[src/asu_pkg.sv]
package asu_pkg;

  // Default sizes of the sketch store and the key
  localparam int unsigned MAX_ROWS_DEF      = 8;
  localparam int unsigned MAX_COUNTERS_DEF  = 1024;
  localparam int unsigned MAX_KEY_BYTES_DEF = 8;

  // Field widths of the stream words
  localparam int unsigned KEY_W      = 64;
  localparam int unsigned LEN_W      = 4;
  localparam int unsigned RROW_W     = 3;
  localparam int unsigned RCOL_W     = 10;
  localparam int unsigned IN_DATA_W  = 88;
  localparam int unsigned OUT_DATA_W = 64;

  // Configuration port
  localparam int unsigned CFG_IDX_W  = 2;
  localparam int unsigned CFG_DATA_W = 11;
  localparam int unsigned NROWS_W    = 4;
  localparam int unsigned NCOLS_W    = 11;
  localparam logic [CFG_IDX_W-1:0] REG_ROWS     = 2'd0;
  localparam logic [CFG_IDX_W-1:0] REG_COUNTERS = 2'd1;
  localparam logic [NROWS_W-1:0]   ROWS_RESET     = 4'd8;
  localparam logic [NCOLS_W-1:0]   COUNTERS_RESET = 11'd1024;

  // Operation codes carried in tuser
  localparam logic OP_ADD  = 1'b0;
  localparam logic OP_READ = 1'b1;

  // Hash constants
  localparam logic [31:0] MURMUR_C1 = 32'hcc9e2d51;
  localparam logic [31:0] MURMUR_C2 = 32'h1b873593;
  localparam logic [31:0] MURMUR_C3 = 32'he6546b64;
  localparam logic [31:0] MURMUR_C4 = 32'h85ebca6b;
  localparam logic [31:0] MURMUR_C5 = 32'hc2b2ae35;

  // Remainder pipeline: eight quotient bits per stage
  localparam int unsigned MOD_STAGES = 4;
  localparam int unsigned MOD_BITS   = 8;

  typedef enum logic [2:0] {
    ST_CLEAR,
    ST_IDLE,
    ST_PREP,
    ST_ISSUE,
    ST_DRAIN,
    ST_READ,
    ST_READ_WAIT,
    ST_FINISH
  } asu_state_t;

  typedef struct packed {
    logic               is_sign;
    logic [NROWS_W-1:0] row;
  } hash_tag_t;

  function automatic logic [31:0] rotl32(input logic [31:0] x, input int unsigned s);
    rotl32 = (x << s) | (x >> (32 - s));
  endfunction

  // One body round of the hash: fold in a mixed block, rotate, scale by five, add a constant
  function automatic logic [31:0] body_round(input logic [31:0] h, input logic [31:0] m);
    logic [31:0] t;
    t = rotl32(h ^ m, 13);
    body_round = (t << 2) + t + MURMUR_C3;
  endfunction

  // Restoring remainder over one byte of the dividend, most significant bit first
  function automatic logic [NCOLS_W-1:0] mod_step(input logic [NCOLS_W-1:0] rem,
                                                  input logic [MOD_BITS-1:0] bits,
                                                  input logic [NCOLS_W-1:0] d);
    logic [NCOLS_W:0]   t;
    logic [NCOLS_W-1:0] r;
    r = rem;
    for (int i = MOD_BITS - 1; i >= 0; i--) begin
      t = {r, bits[i]};
      if (t >= {1'b0, d}) begin
        t = t - {1'b0, d};
      end
      r = t[NCOLS_W-1:0];
    end
    mod_step = r;
  endfunction

endpackage

[src/asu_mod.sv]
module asu_mod (
  input  logic                        clk,
  input  logic                        rst,
  input  logic [asu_pkg::NCOLS_W-1:0] divisor,
  input  logic                        in_valid,
  input  logic [31:0]                 in_value,
  input  logic [asu_pkg::NROWS_W-1:0] in_row,
  output logic                        out_valid,
  output logic [asu_pkg::NCOLS_W-1:0] out_rem,
  output logic [asu_pkg::NROWS_W-1:0] out_row
);

  localparam int unsigned NS = asu_pkg::MOD_STAGES;
  localparam int unsigned NB = asu_pkg::MOD_BITS;

  logic [NS-1:0]               valid_q;
  logic [asu_pkg::NCOLS_W-1:0] rem_q [NS];
  logic [31:0]                 val_q [NS];
  logic [asu_pkg::NROWS_W-1:0] row_q [NS];

  always_ff @(posedge clk) begin
    if (rst) begin
      valid_q <= '0;
    end else begin
      valid_q <= {valid_q[NS-2:0], in_valid};
    end
  end

  // Each stage folds the next byte of the hash into the running remainder.
  always_ff @(posedge clk) begin
    rem_q[0] <= asu_pkg::mod_step('0, in_value[31 -: NB], divisor);
    val_q[0] <= in_value;
    row_q[0] <= in_row;
    for (int k = 1; k < NS; k++) begin
      rem_q[k] <= asu_pkg::mod_step(rem_q[k-1], val_q[k-1][31 - k * NB -: NB], divisor);
      val_q[k] <= val_q[k-1];
      row_q[k] <= row_q[k-1];
    end
  end

  assign out_valid = valid_q[NS-1];
  assign out_rem   = rem_q[NS-1];
  assign out_row   = row_q[NS-1];

endmodule

[config.mk]
export PLATFORM = sky130hd
export DESIGN_NAME = asu_mod
export DESIGN_NICKNAME = d
export VERILOG_FILES = /design/src/asu_pkg.sv /design/src/asu_mod.sv
export SDC_FILE = /design/constraint.sdc
export NUM_CORES = 1
export LEC_CHECK = 0
export ABC_AREA = 1
export ABC_CLOCK_PERIOD_IN_PS = 29300
export BUFFER_PORTS_ARGS = -buffer_cell sky130_fd_sc_hd__buf_2
export CAP_MARGIN = 20
export CORE_MARGIN = 10
export CORE_UTILIZATION = 45
export CTS_CLUSTER_SIZE = 8
export DETAILED_ROUTE_END_ITERATION = 6
export GPL_ROUTABILITY_DRIVEN = 1
export GPL_TIMING_DRIVEN = 1
export PLACE_DENSITY = 0.73
export REMOVE_ABC_BUFFERS = 1
export SLEW_MARGIN = 0
export SYNTH_ARGS = -nofsm -noshare
export SYNTH_HDL_FRONTEND = slang
export SYNTH_SLANG_ARGS = --single-unit
[constraint.sdc]
create_clock -name clk -period 29.3 [get_ports clk]
set_clock_uncertainty 0.05 [all_clocks]
set_input_delay 1.465 -clock clk [delete_from_list [all_inputs] [get_ports clk]]
set_output_delay 1.465 -clock clk [all_outputs]
set_load 0.005 [all_outputs]
==> flow_summary.ini <==
[global_route]
grt_max_degree = 36
grt_pass1_vias = 20095
gr-usage-all-layers = 0.202
grt-ovfl-total = 0
grt_antenna_before_repair = 0
grt_first_pass_wirelength_um = 97000

[detailed_routing]
vias = 21507
avgViaCountPerCell = 5.23
drc = 0
drt_iter0_drc = 1439
ant_nets = 0
wl_per_cell_um = 14.3
postRouteWirelength_um = 58700
dr.pass1.iters = 5

[worst_setup_path]
crit_path_start = divisor[6]
worst-r2r-setup-slack_ns = 11.71
cp-end-kind = flip-flop
reg2reg_depth = 98
path_class = input pin to flip-flop
reg2reg_from = val_q[0][23]
crit_top_cell = nand2_1
r2r_end = rem_q[1][10]
crit_end = rem_q[1][10]
crit_required_ns = 29.58
cp_slowest_cell = a211oi_1
worstPathMaxFanout = 18
start_kind = input pin
cp.arrival_ns = 19.38
slowest_delay_ns = 0.52

[place]
place_area_sq_um = 22800
dpl_worst_slack_ns = 10.07
port_buffers = 65
gp_congestion = 0.945
place_hpwl_um = 46600

[layout]
fin_nets = 3914
antennaDiodeCount = 0
fillers = 4925
post-route-util = 0.481
finalInstanceArea_sq_um = 23100
drive_above_1_share = 0.0770
areaGrowthSynthToFinish_pct = 5.25

[cts]
clk_latency_ns = 0.39
clockBufferDepth = 2
tritoncts = done
cts_made_buffers = 9
path_clk_slew_ns = 0.08
h-tree-depth = 3
clockRootBuffer = clkbuf_16
cts_hold_buf = 0
cts_sinks = 112
cts_setup_buffers = 0
cts-resized-gates = 0

[sta]
final.setup.tns_ns = 0
fmax_ghz = 0.0523
worst_slack_ns = 10.20
slew_violations = 0
tightest_slew_ns = 0.745
rsz0062_at_grt = false
setup_violations = 0
hold_viol_final = 0
max-slew-margin-rel = 0.498
fin_crit_sh = 0.652
period_minus_slack_ns = 19.10

[yosys]
synth_warnings = 0
synth_most_common_cell = nand2_1
synth-edff-count = 0
synth_area_leader_cell = ha_1
ys.flop_type = dfxtp_1
async_flop_share = 0
synth-seq-cells = 112
synth.area.top_cells = ha_1 (20%), nand2_1 (17%), dfxtp_1 (10%), inv_1 (8.2%), xor2_1 (6.0%)
synth_cell_types = 59
ys_seq_area_frac = 0.102
netlist_area_sq_um = 21900
synth_cells = 3439
avgSynthCellArea_sq_um = 6.37
synth_top_cell_area_share = 0.196
synthTopCellsByCount = nand2_1 (987), inv_1 (477), ha_1 (343)

[floorplanning]
core-area_sq_um = 47900
rows = 80
fp.dieW_um = 241
initial_core_util = 0.457
die_h_um = 241
die_area_sq_um = 57900
io_pins = 66

[min_path]
hold_class = flip-flop to flip-flop
worstHoldPathCells = 0

[outcome]
outcome = finished clean

[job]
max_cap_viol_count = 0
-- final cells by class --
class	count	area, sq um	share of cell area
clock buffers	11	243	0.0105
multi-input cells	2784	17400	0.757
well taps	615	769	0.0334
flip-flops and latches	112	2240	0.0972
clock inverters	5	31.3	0.00136
inverters	503	1890	0.0820
repair buffers	80	438	0.0190
-- layer usage --
metal | wire, um | vias up | global-route usage
met2 | 27500 | 442 | 0.348
met3 | 2680 | 73 | 0.0235
met5 | 0 | - | 0
met1 | 27400 | 9597 | 0.261
met4 | 1170 | 0 | 0.0527
li1 | - | 11395 | -
-- metrics by stage --
stage	hold WS, ns	cells
after floorplan	0.260	3399
after global placement	0.260	4094
after detailed placement	0.263	4094
after CTS	0.278	4110
after global routing	0.284	4110
final	0.278	4110
-- how the worst min path moves through the flow --
stage / startpoint / to / slack, ns
3_5_place_dp: val_q[1][4] / val_q[2][4] / 0.26
4_1_cts: val_q[1][1] / val_q[2][1] / 0.28
2_1_floorplan: row_q[0][0] / row_q[1][0] / 0.26
5_1_grt: val_q[0][1] / val_q[1][1] / 0.28
6_report: row_q[2][3] / row_q[3][3] / 0.28
3_3_place_gp: row_q[0][2] / row_q[1][2] / 0.26
-- kinds of logic after synthesis --
logic type | after synthesis | synth area share
AOI/OAI and AO/OA | 562 | 0.143
xor gates and xnor gates | 250 | 0.0999
adders and majority gates | 374 | 0.224
buffers and inverters | 543 | 0.101
DFF | 112 | 0.102
and+or+nand+nor | 1598 | 0.329
-- cell usage in the layout, fill, tap and decap left out, types with 100 or more instances in the layout --
cell type	n
nand2_1	987
inv_1	467
ha_1	343
a21oi_1	243
nand3_1	212
nor2_1	166
xor2_1	150
o21ai_0	142
dfxtp_1	112
xnor2_1	100
-- state kept, by name, summed over array words and instances, names as in the netlist --
register / flops
val_q: 48
valid_q: 4
row_q: 16
rem_q: 44
-- worst max-delay path: cells and delay by family --
kind	cells	cell delay (ns)
buffers and inverters	15	2.79
adders and majority gates	8	3.35
AOI/OAI and AO/OA	31	6.20
and+or+nand+nor	47	5.49
Power is not shown: default switching activity piles up to over one toggle a cycle in this logic, so the estimate is an artifact.
