==> config.mk <==
export PLATFORM = sky130hd
export DESIGN_NAME = asu_hash
export DESIGN_NICKNAME = d
export VERILOG_FILES = /design/src/asu_pkg.sv /design/src/asu_hash.sv
export SDC_FILE = /design/constraint.sdc
export NUM_CORES = 2
export LEC_CHECK = 0
export ABC_CLOCK_PERIOD_IN_PS = 13250
export BUFFER_PORTS_ARGS = -buffer_cell sky130_fd_sc_hd__buf_2
export CAP_MARGIN = 20
export CORE_ASPECT_RATIO = 0.8
export CORE_MARGIN = 4
export CORE_UTILIZATION = 52
export DETAILED_ROUTE_END_ITERATION = 10
export GPL_TIMING_DRIVEN = 0
export PLACE_DENSITY = 0.68
export SLEW_MARGIN = 10
export SYNTH_ARGS = -nofsm -noshare
export SYNTH_HDL_FRONTEND = slang
export SYNTH_SLANG_ARGS = --single-unit
==> constraint.sdc <==
create_clock -name clk -period 13.25 [get_ports clk]
set_input_delay 0 -clock clk [delete_from_list [all_inputs] [get_ports clk]]
set_output_delay 0 -clock clk [all_outputs]
set_load 0.02 [all_outputs]
==> src/asu_pkg.sv <==
package asu_pkg;

  // Default sizes of the sketch store and the key
  localparam int unsigned MAX_ROWS_DEF      = 8;
  localparam int unsigned MAX_COUNTERS_DEF  = 1024;
  localparam int unsigned MAX_KEY_BYTES_DEF = 8;

  // Field widths of the stream words
  localparam int unsigned KEY_W      = 64;
  localparam int unsigned LEN_W      = 4;
  localparam int unsigned RROW_W     = 3;
  localparam int unsigned RCOL_W     = 10;
  localparam int unsigned IN_DATA_W  = 88;
  localparam int unsigned OUT_DATA_W = 64;

  // Configuration port
  localparam int unsigned CFG_IDX_W  = 2;
  localparam int unsigned CFG_DATA_W = 11;
  localparam int unsigned NROWS_W    = 4;
  localparam int unsigned NCOLS_W    = 11;
  localparam logic [CFG_IDX_W-1:0] REG_ROWS     = 2'd0;
  localparam logic [CFG_IDX_W-1:0] REG_COUNTERS = 2'd1;
  localparam logic [NROWS_W-1:0]   ROWS_RESET     = 4'd8;
  localparam logic [NCOLS_W-1:0]   COUNTERS_RESET = 11'd1024;

  // Operation codes carried in tuser
  localparam logic OP_ADD  = 1'b0;
  localparam logic OP_READ = 1'b1;

  // Hash constants
  localparam logic [31:0] MURMUR_C1 = 32'hcc9e2d51;
  localparam logic [31:0] MURMUR_C2 = 32'h1b873593;
  localparam logic [31:0] MURMUR_C3 = 32'he6546b64;
  localparam logic [31:0] MURMUR_C4 = 32'h85ebca6b;
  localparam logic [31:0] MURMUR_C5 = 32'hc2b2ae35;

  // Remainder pipeline: eight quotient bits per stage
  localparam int unsigned MOD_STAGES = 4;
  localparam int unsigned MOD_BITS   = 8;

  typedef enum logic [2:0] {
    ST_CLEAR,
    ST_IDLE,
    ST_PREP,
    ST_ISSUE,
    ST_DRAIN,
    ST_READ,
    ST_READ_WAIT,
    ST_FINISH
  } asu_state_t;

  typedef struct packed {
    logic               is_sign;
    logic [NROWS_W-1:0] row;
  } hash_tag_t;

  function automatic logic [31:0] rotl32(input logic [31:0] x, input int unsigned s);
    rotl32 = (x << s) | (x >> (32 - s));
  endfunction

  // One body round of the hash: fold in a mixed block, rotate, scale by five, add a constant
  function automatic logic [31:0] body_round(input logic [31:0] h, input logic [31:0] m);
    logic [31:0] t;
    t = rotl32(h ^ m, 13);
    body_round = (t << 2) + t + MURMUR_C3;
  endfunction

  // Restoring remainder over one byte of the dividend, most significant bit first
  function automatic logic [NCOLS_W-1:0] mod_step(input logic [NCOLS_W-1:0] rem,
                                                  input logic [MOD_BITS-1:0] bits,
                                                  input logic [NCOLS_W-1:0] d);
    logic [NCOLS_W:0]   t;
    logic [NCOLS_W-1:0] r;
    r = rem;
    for (int i = MOD_BITS - 1; i >= 0; i--) begin
      t = {r, bits[i]};
      if (t >= {1'b0, d}) begin
        t = t - {1'b0, d};
      end
      r = t[NCOLS_W-1:0];
    end
    mod_step = r;
  endfunction

endpackage

==> src/asu_hash.sv <==
module asu_hash (
  input  logic                          clk,
  input  logic                          rst,
  input  logic [31:0]                   key_word0,
  input  logic [31:0]                   key_word1,
  input  logic [asu_pkg::LEN_W-1:0]     key_len,
  input  logic                          in_valid,
  input  logic [31:0]                   in_seed,
  input  asu_pkg::hash_tag_t            in_tag,
  output logic                          out_valid,
  output logic [31:0]                   out_hash,
  output asu_pkg::hash_tag_t            out_tag
);

  // The block mixing depends on the key alone, so it runs once for both words
  // and is registered first in p0/p1, then in m0/m1.
  logic [31:0] p0, p1, m0, m1;

  always_ff @(posedge clk) begin
    p0 <= key_word0 * asu_pkg::MURMUR_C1;
    p1 <= key_word1 * asu_pkg::MURMUR_C1;
    m0 <= asu_pkg::rotl32(p0, 15) * asu_pkg::MURMUR_C2;
    m1 <= asu_pkg::rotl32(p1, 15) * asu_pkg::MURMUR_C2;
  end

  logic [3:0]         valid_q;
  asu_pkg::hash_tag_t tag_q [4];
  logic [31:0]        h1, h2, h3, h4;
  logic [31:0]        h1_next, h2_next;

  always_comb begin
    if (key_len >= 4'd4) begin
      h1_next = asu_pkg::body_round(in_seed, m0);
    end else if (key_len >= 4'd1) begin
      h1_next = in_seed ^ m0;
    end else begin
      h1_next = in_seed;
    end
  end

  always_comb begin
    h2_next = h1;
    if (key_len == 4'd8) begin
      h2_next = asu_pkg::body_round(h1, m1);
    end else if (key_len >= 4'd5) begin
      h2_next = h1 ^ m1;
    end
    h2_next = h2_next ^ 32'(key_len);
    h2_next = h2_next ^ (h2_next >> 16);
  end

  always_ff @(posedge clk) begin
    if (rst) begin
      valid_q <= '0;
    end else begin
      valid_q <= {valid_q[2:0], in_valid};
    end
  end

  always_ff @(posedge clk) begin
    tag_q[0] <= in_tag;
    tag_q[1] <= tag_q[0];
    tag_q[2] <= tag_q[1];
    tag_q[3] <= tag_q[2];
    h1 <= h1_next;
    h2 <= h2_next;
    h3 <= h2 * asu_pkg::MURMUR_C4;
    h4 <= (h3 ^ (h3 >> 13)) * asu_pkg::MURMUR_C5;
  end

  assign out_valid = valid_q[3];
  assign out_tag   = tag_q[3];
  assign out_hash  = h4 ^ (h4 >> 16);

endmodule

==> out/results.ini <==
[outcome]
status = finished clean

[die]
die-area_um2 = 124400
boundaryPins = 146
num_rows = 112
coreArea_um2 = 117300
die_w_um = 393.3
die_y_um = 316.3
start_util = 0.5266

[finish]
final_common_cell = inv_1
drive_above_1_share = 0.03860
final_cell_mix = inv_1 (2028), ha_1 (1246), fa_1 (1072)
areaGrowthSynthToFinish_pct = 7.538
nets = 9028

[timing]
max-slew-margin-rel = 0.2764
finalSetupViolCount = 0
fmax_ghz = 0.1178
finClkSkew_ps = 57.97
period_share = 0.6405
finalSetupTns_ps = 0
final_max_slew_viol_count = 0
tightest_slew_ps = 1082
grt_setup_unrepaired = false
final_hold_viol_count = 0
period_minus_slack_ps = 8486

[synthesis]
synth_compound_area_frac = 0.06231
yosys.area_share.simple = 0.03796
synth-adder-area-share = 0.5998
synth_ff_type = dfxtp_1
synth_xor_area_frac = 0.08105
ys_warn_count = 0
synthCells = 6359
synth_async_sr_flop_share = 0
syn_nets = 8785
seq_area_frac_synth = 0.09075
syn_avg_cell_area_um2 = 9.713
synth_edf_count = 0
ys_ff_latch = 280
syn_area_um2 = 61770
synth_top_family_by_area = adder cells
synthMuxAreaShare = 0.001013
yosysUniqueCellTypes = 77

[worst_setup_path]
critPathLaunchType = flop
path_class = reg2reg
reg2reg_from = h3[19]$_DFF_P_
crit_required_ps = 13770
arrival_ps = 9010
worstSetupEndpointType = flop
startpoint = h3[19]$_DFF_P_
r2r_slack_ps = 4760
crit_end = h4[31]$_DFF_P_
slowest_delay_ps = 850
slowest_stage = xnor2_1
r2r_end = h4[31]$_DFF_P_
r2r_cells = 25
worstPathMaxFanout = 6

[grt]
grt_max_degree = 14
grt_pass1_vias = 44090
grt_pass1_wl_um = 244500
gr-total-overflow = 0
antenna_found_initial = 9
grt_use_total = 0.2527

[worst_hold_path]
hold_depth = 6
min-delay-start = in_seed[30]
hold_class = in2reg

[routing]
avgViaCountPerCell = 5.068
first_iter_violations = 2286
drt_pass1_iterations = 5
drt-wirelength-per-cell_um = 18.68
drc = 0
wirelength_um = 152800
vias = 41440
antenna_left = 0

[placed_design]
portBuffers = 145
hpwl_um = 134600
gp_congestion = 0.9495

[flow_run]
max-cap-violations = 0

[clock_network]
cts_tree = done
clkTransAtPathRegs_ps = 60
clk_latency_ps = 620
post_cts_buffers = 0
h-tree-depth = 2
ctsResizeCount = 0
clkSinkCount = 280
cts-root-buf = clkbuf_16
cts.path.max_buffers = 3
cts_buffers = 38
cts-hold-fix-buffers = 56

state kept, by name (all words and copies together), names as in the netlist:
signal   flops
p1          32
p0          32
m1          32
h4          32
tag_q       20
h3          32
m0          32
h2          32
valid_q      4
h1          32
cell usage after synthesis, types with 6 or more instances:
master / number / area (µm²)
xor2_1: 184 / 1612
nand2b_1: 19 / 118.9
nor4_1: 11 / 68.82
nor3_1: 40 / 200.2
o21bai_1: 30 / 225.2
o21ai_0: 113 / 565.5
clkbuf_1: 29 / 108.9
dfxtp_1: 280 / 5605
inv_1: 2028 / 7612
a21oi_1: 184 / 920.9
a21o_1: 78 / 585.6
and2_1: 14 / 87.58
buf_4: 16 / 120.1
nand3_1: 33 / 165.2
a31oi_1: 20 / 125.1
nor2_1: 141 / 529.3
nand2_1: 173 / 649.4
ha_1: 1246 / 15590
a2111oi_0: 8 / 70.07
or2_2: 6 / 37.54
nand4_1: 14 / 87.58
xnor2_1: 385 / 3372
nor2b_1: 24 / 150.1
a211o_1: 8 / 70.07
or3_1: 7 / 43.79
o21a_1: 39 / 292.8
o21ai_1: 21 / 105.1
a211oi_1: 22 / 165.2
o211ai_1: 6 / 45.04
fa_1: 1072 / 21460
and3_1: 11 / 68.82
area by class of cell:
class / instances / area (µm²)
Buffer: 47 / 236.5
Multi-Input combinational cell: 4004 / 48320
Fill cell: 10400 / 50870
Sequential cell: 280 / 5605
Clock buffer: 51 / 1124
Tap cell: 1539 / 1926
Antenna cell: 7 / 17.52
Clock inverter: 19 / 276.5
Timing Repair Buffer: 203 / 1305
Inverter: 2028 / 7612
per-layer routing:
layer | GRT usage | up-vias | part of all wire
met2 | 0.3998 | 1006 | 0.44
met1 | 0.3655 | 20400 | 0.47
li1 | - | 19850 | -
met3 | 0.04432 | 181 | 0.065
met5 | 0 | - | 0.00018
met4 | 0.05443 | 4 | 0.023
metrics by stage:
stage / hold WS, ps / area (µm²) / util / setup slack (ps) / cells
finish: 28.29 / 66420 / 0.5663 / 4764 / 8178
floorplan: 27.72 / 61770 / - / 6440 / 6359
detailed placement: 104.1 / 64440 / 0.5494 / 4915 / 8045
global route: 68.99 / 66400 / 0.5661 / 4219 / 8171
CTS: 9.457 / 66400 / 0.5661 / 4859 / 8171
global placement: 102.0 / 64420 / 0.5492 / 4919 / 8043
cells by family (layout without fill, tap and decap cells):
logic type / count (synthesis) / count (layout)
AO/OA/AOI/OAI: 600 / 600
other: 0 / 7
AND/OR/NAND/NOR: 510 / 510
XOR/XNOR: 570 / 570
buffers and inverters: 2075 / 2348
multiplexers: 6 / 6
adder cells (fa/ha/maj): 2318 / 2318
flip-flops: 280 / 280
worst min path at each step:
stage	slack, ps	to
floorplan	30	p0[0]$_DFF_P_
global placement	100	tag_q[0][2]$_DFF_P_
detailed placement	100	tag_q[0][2]$_DFF_P_
CTS	9	h1[30]$_DFF_P_
global route	70	tag_q[0][3]$_DFF_P_
finish	30	h1[30]$_DFF_P_
critical path: cells and delay by family, from the launching register on:
family | cells | cell delay, ps
AO/OA/AOI/OAI | 6 | 1970
AND/OR/NAND/NOR | 1 | 170
adder cells (fa/ha/maj) | 8 | 3820
XOR/XNOR | 3 | 1390
flip-flops | 1 | 440
buffers and inverters | 7 | 600
Power is left out: the tool's default activity adds up to more than one toggle a clock period on the data nets, which glitch-free logic cannot reach.
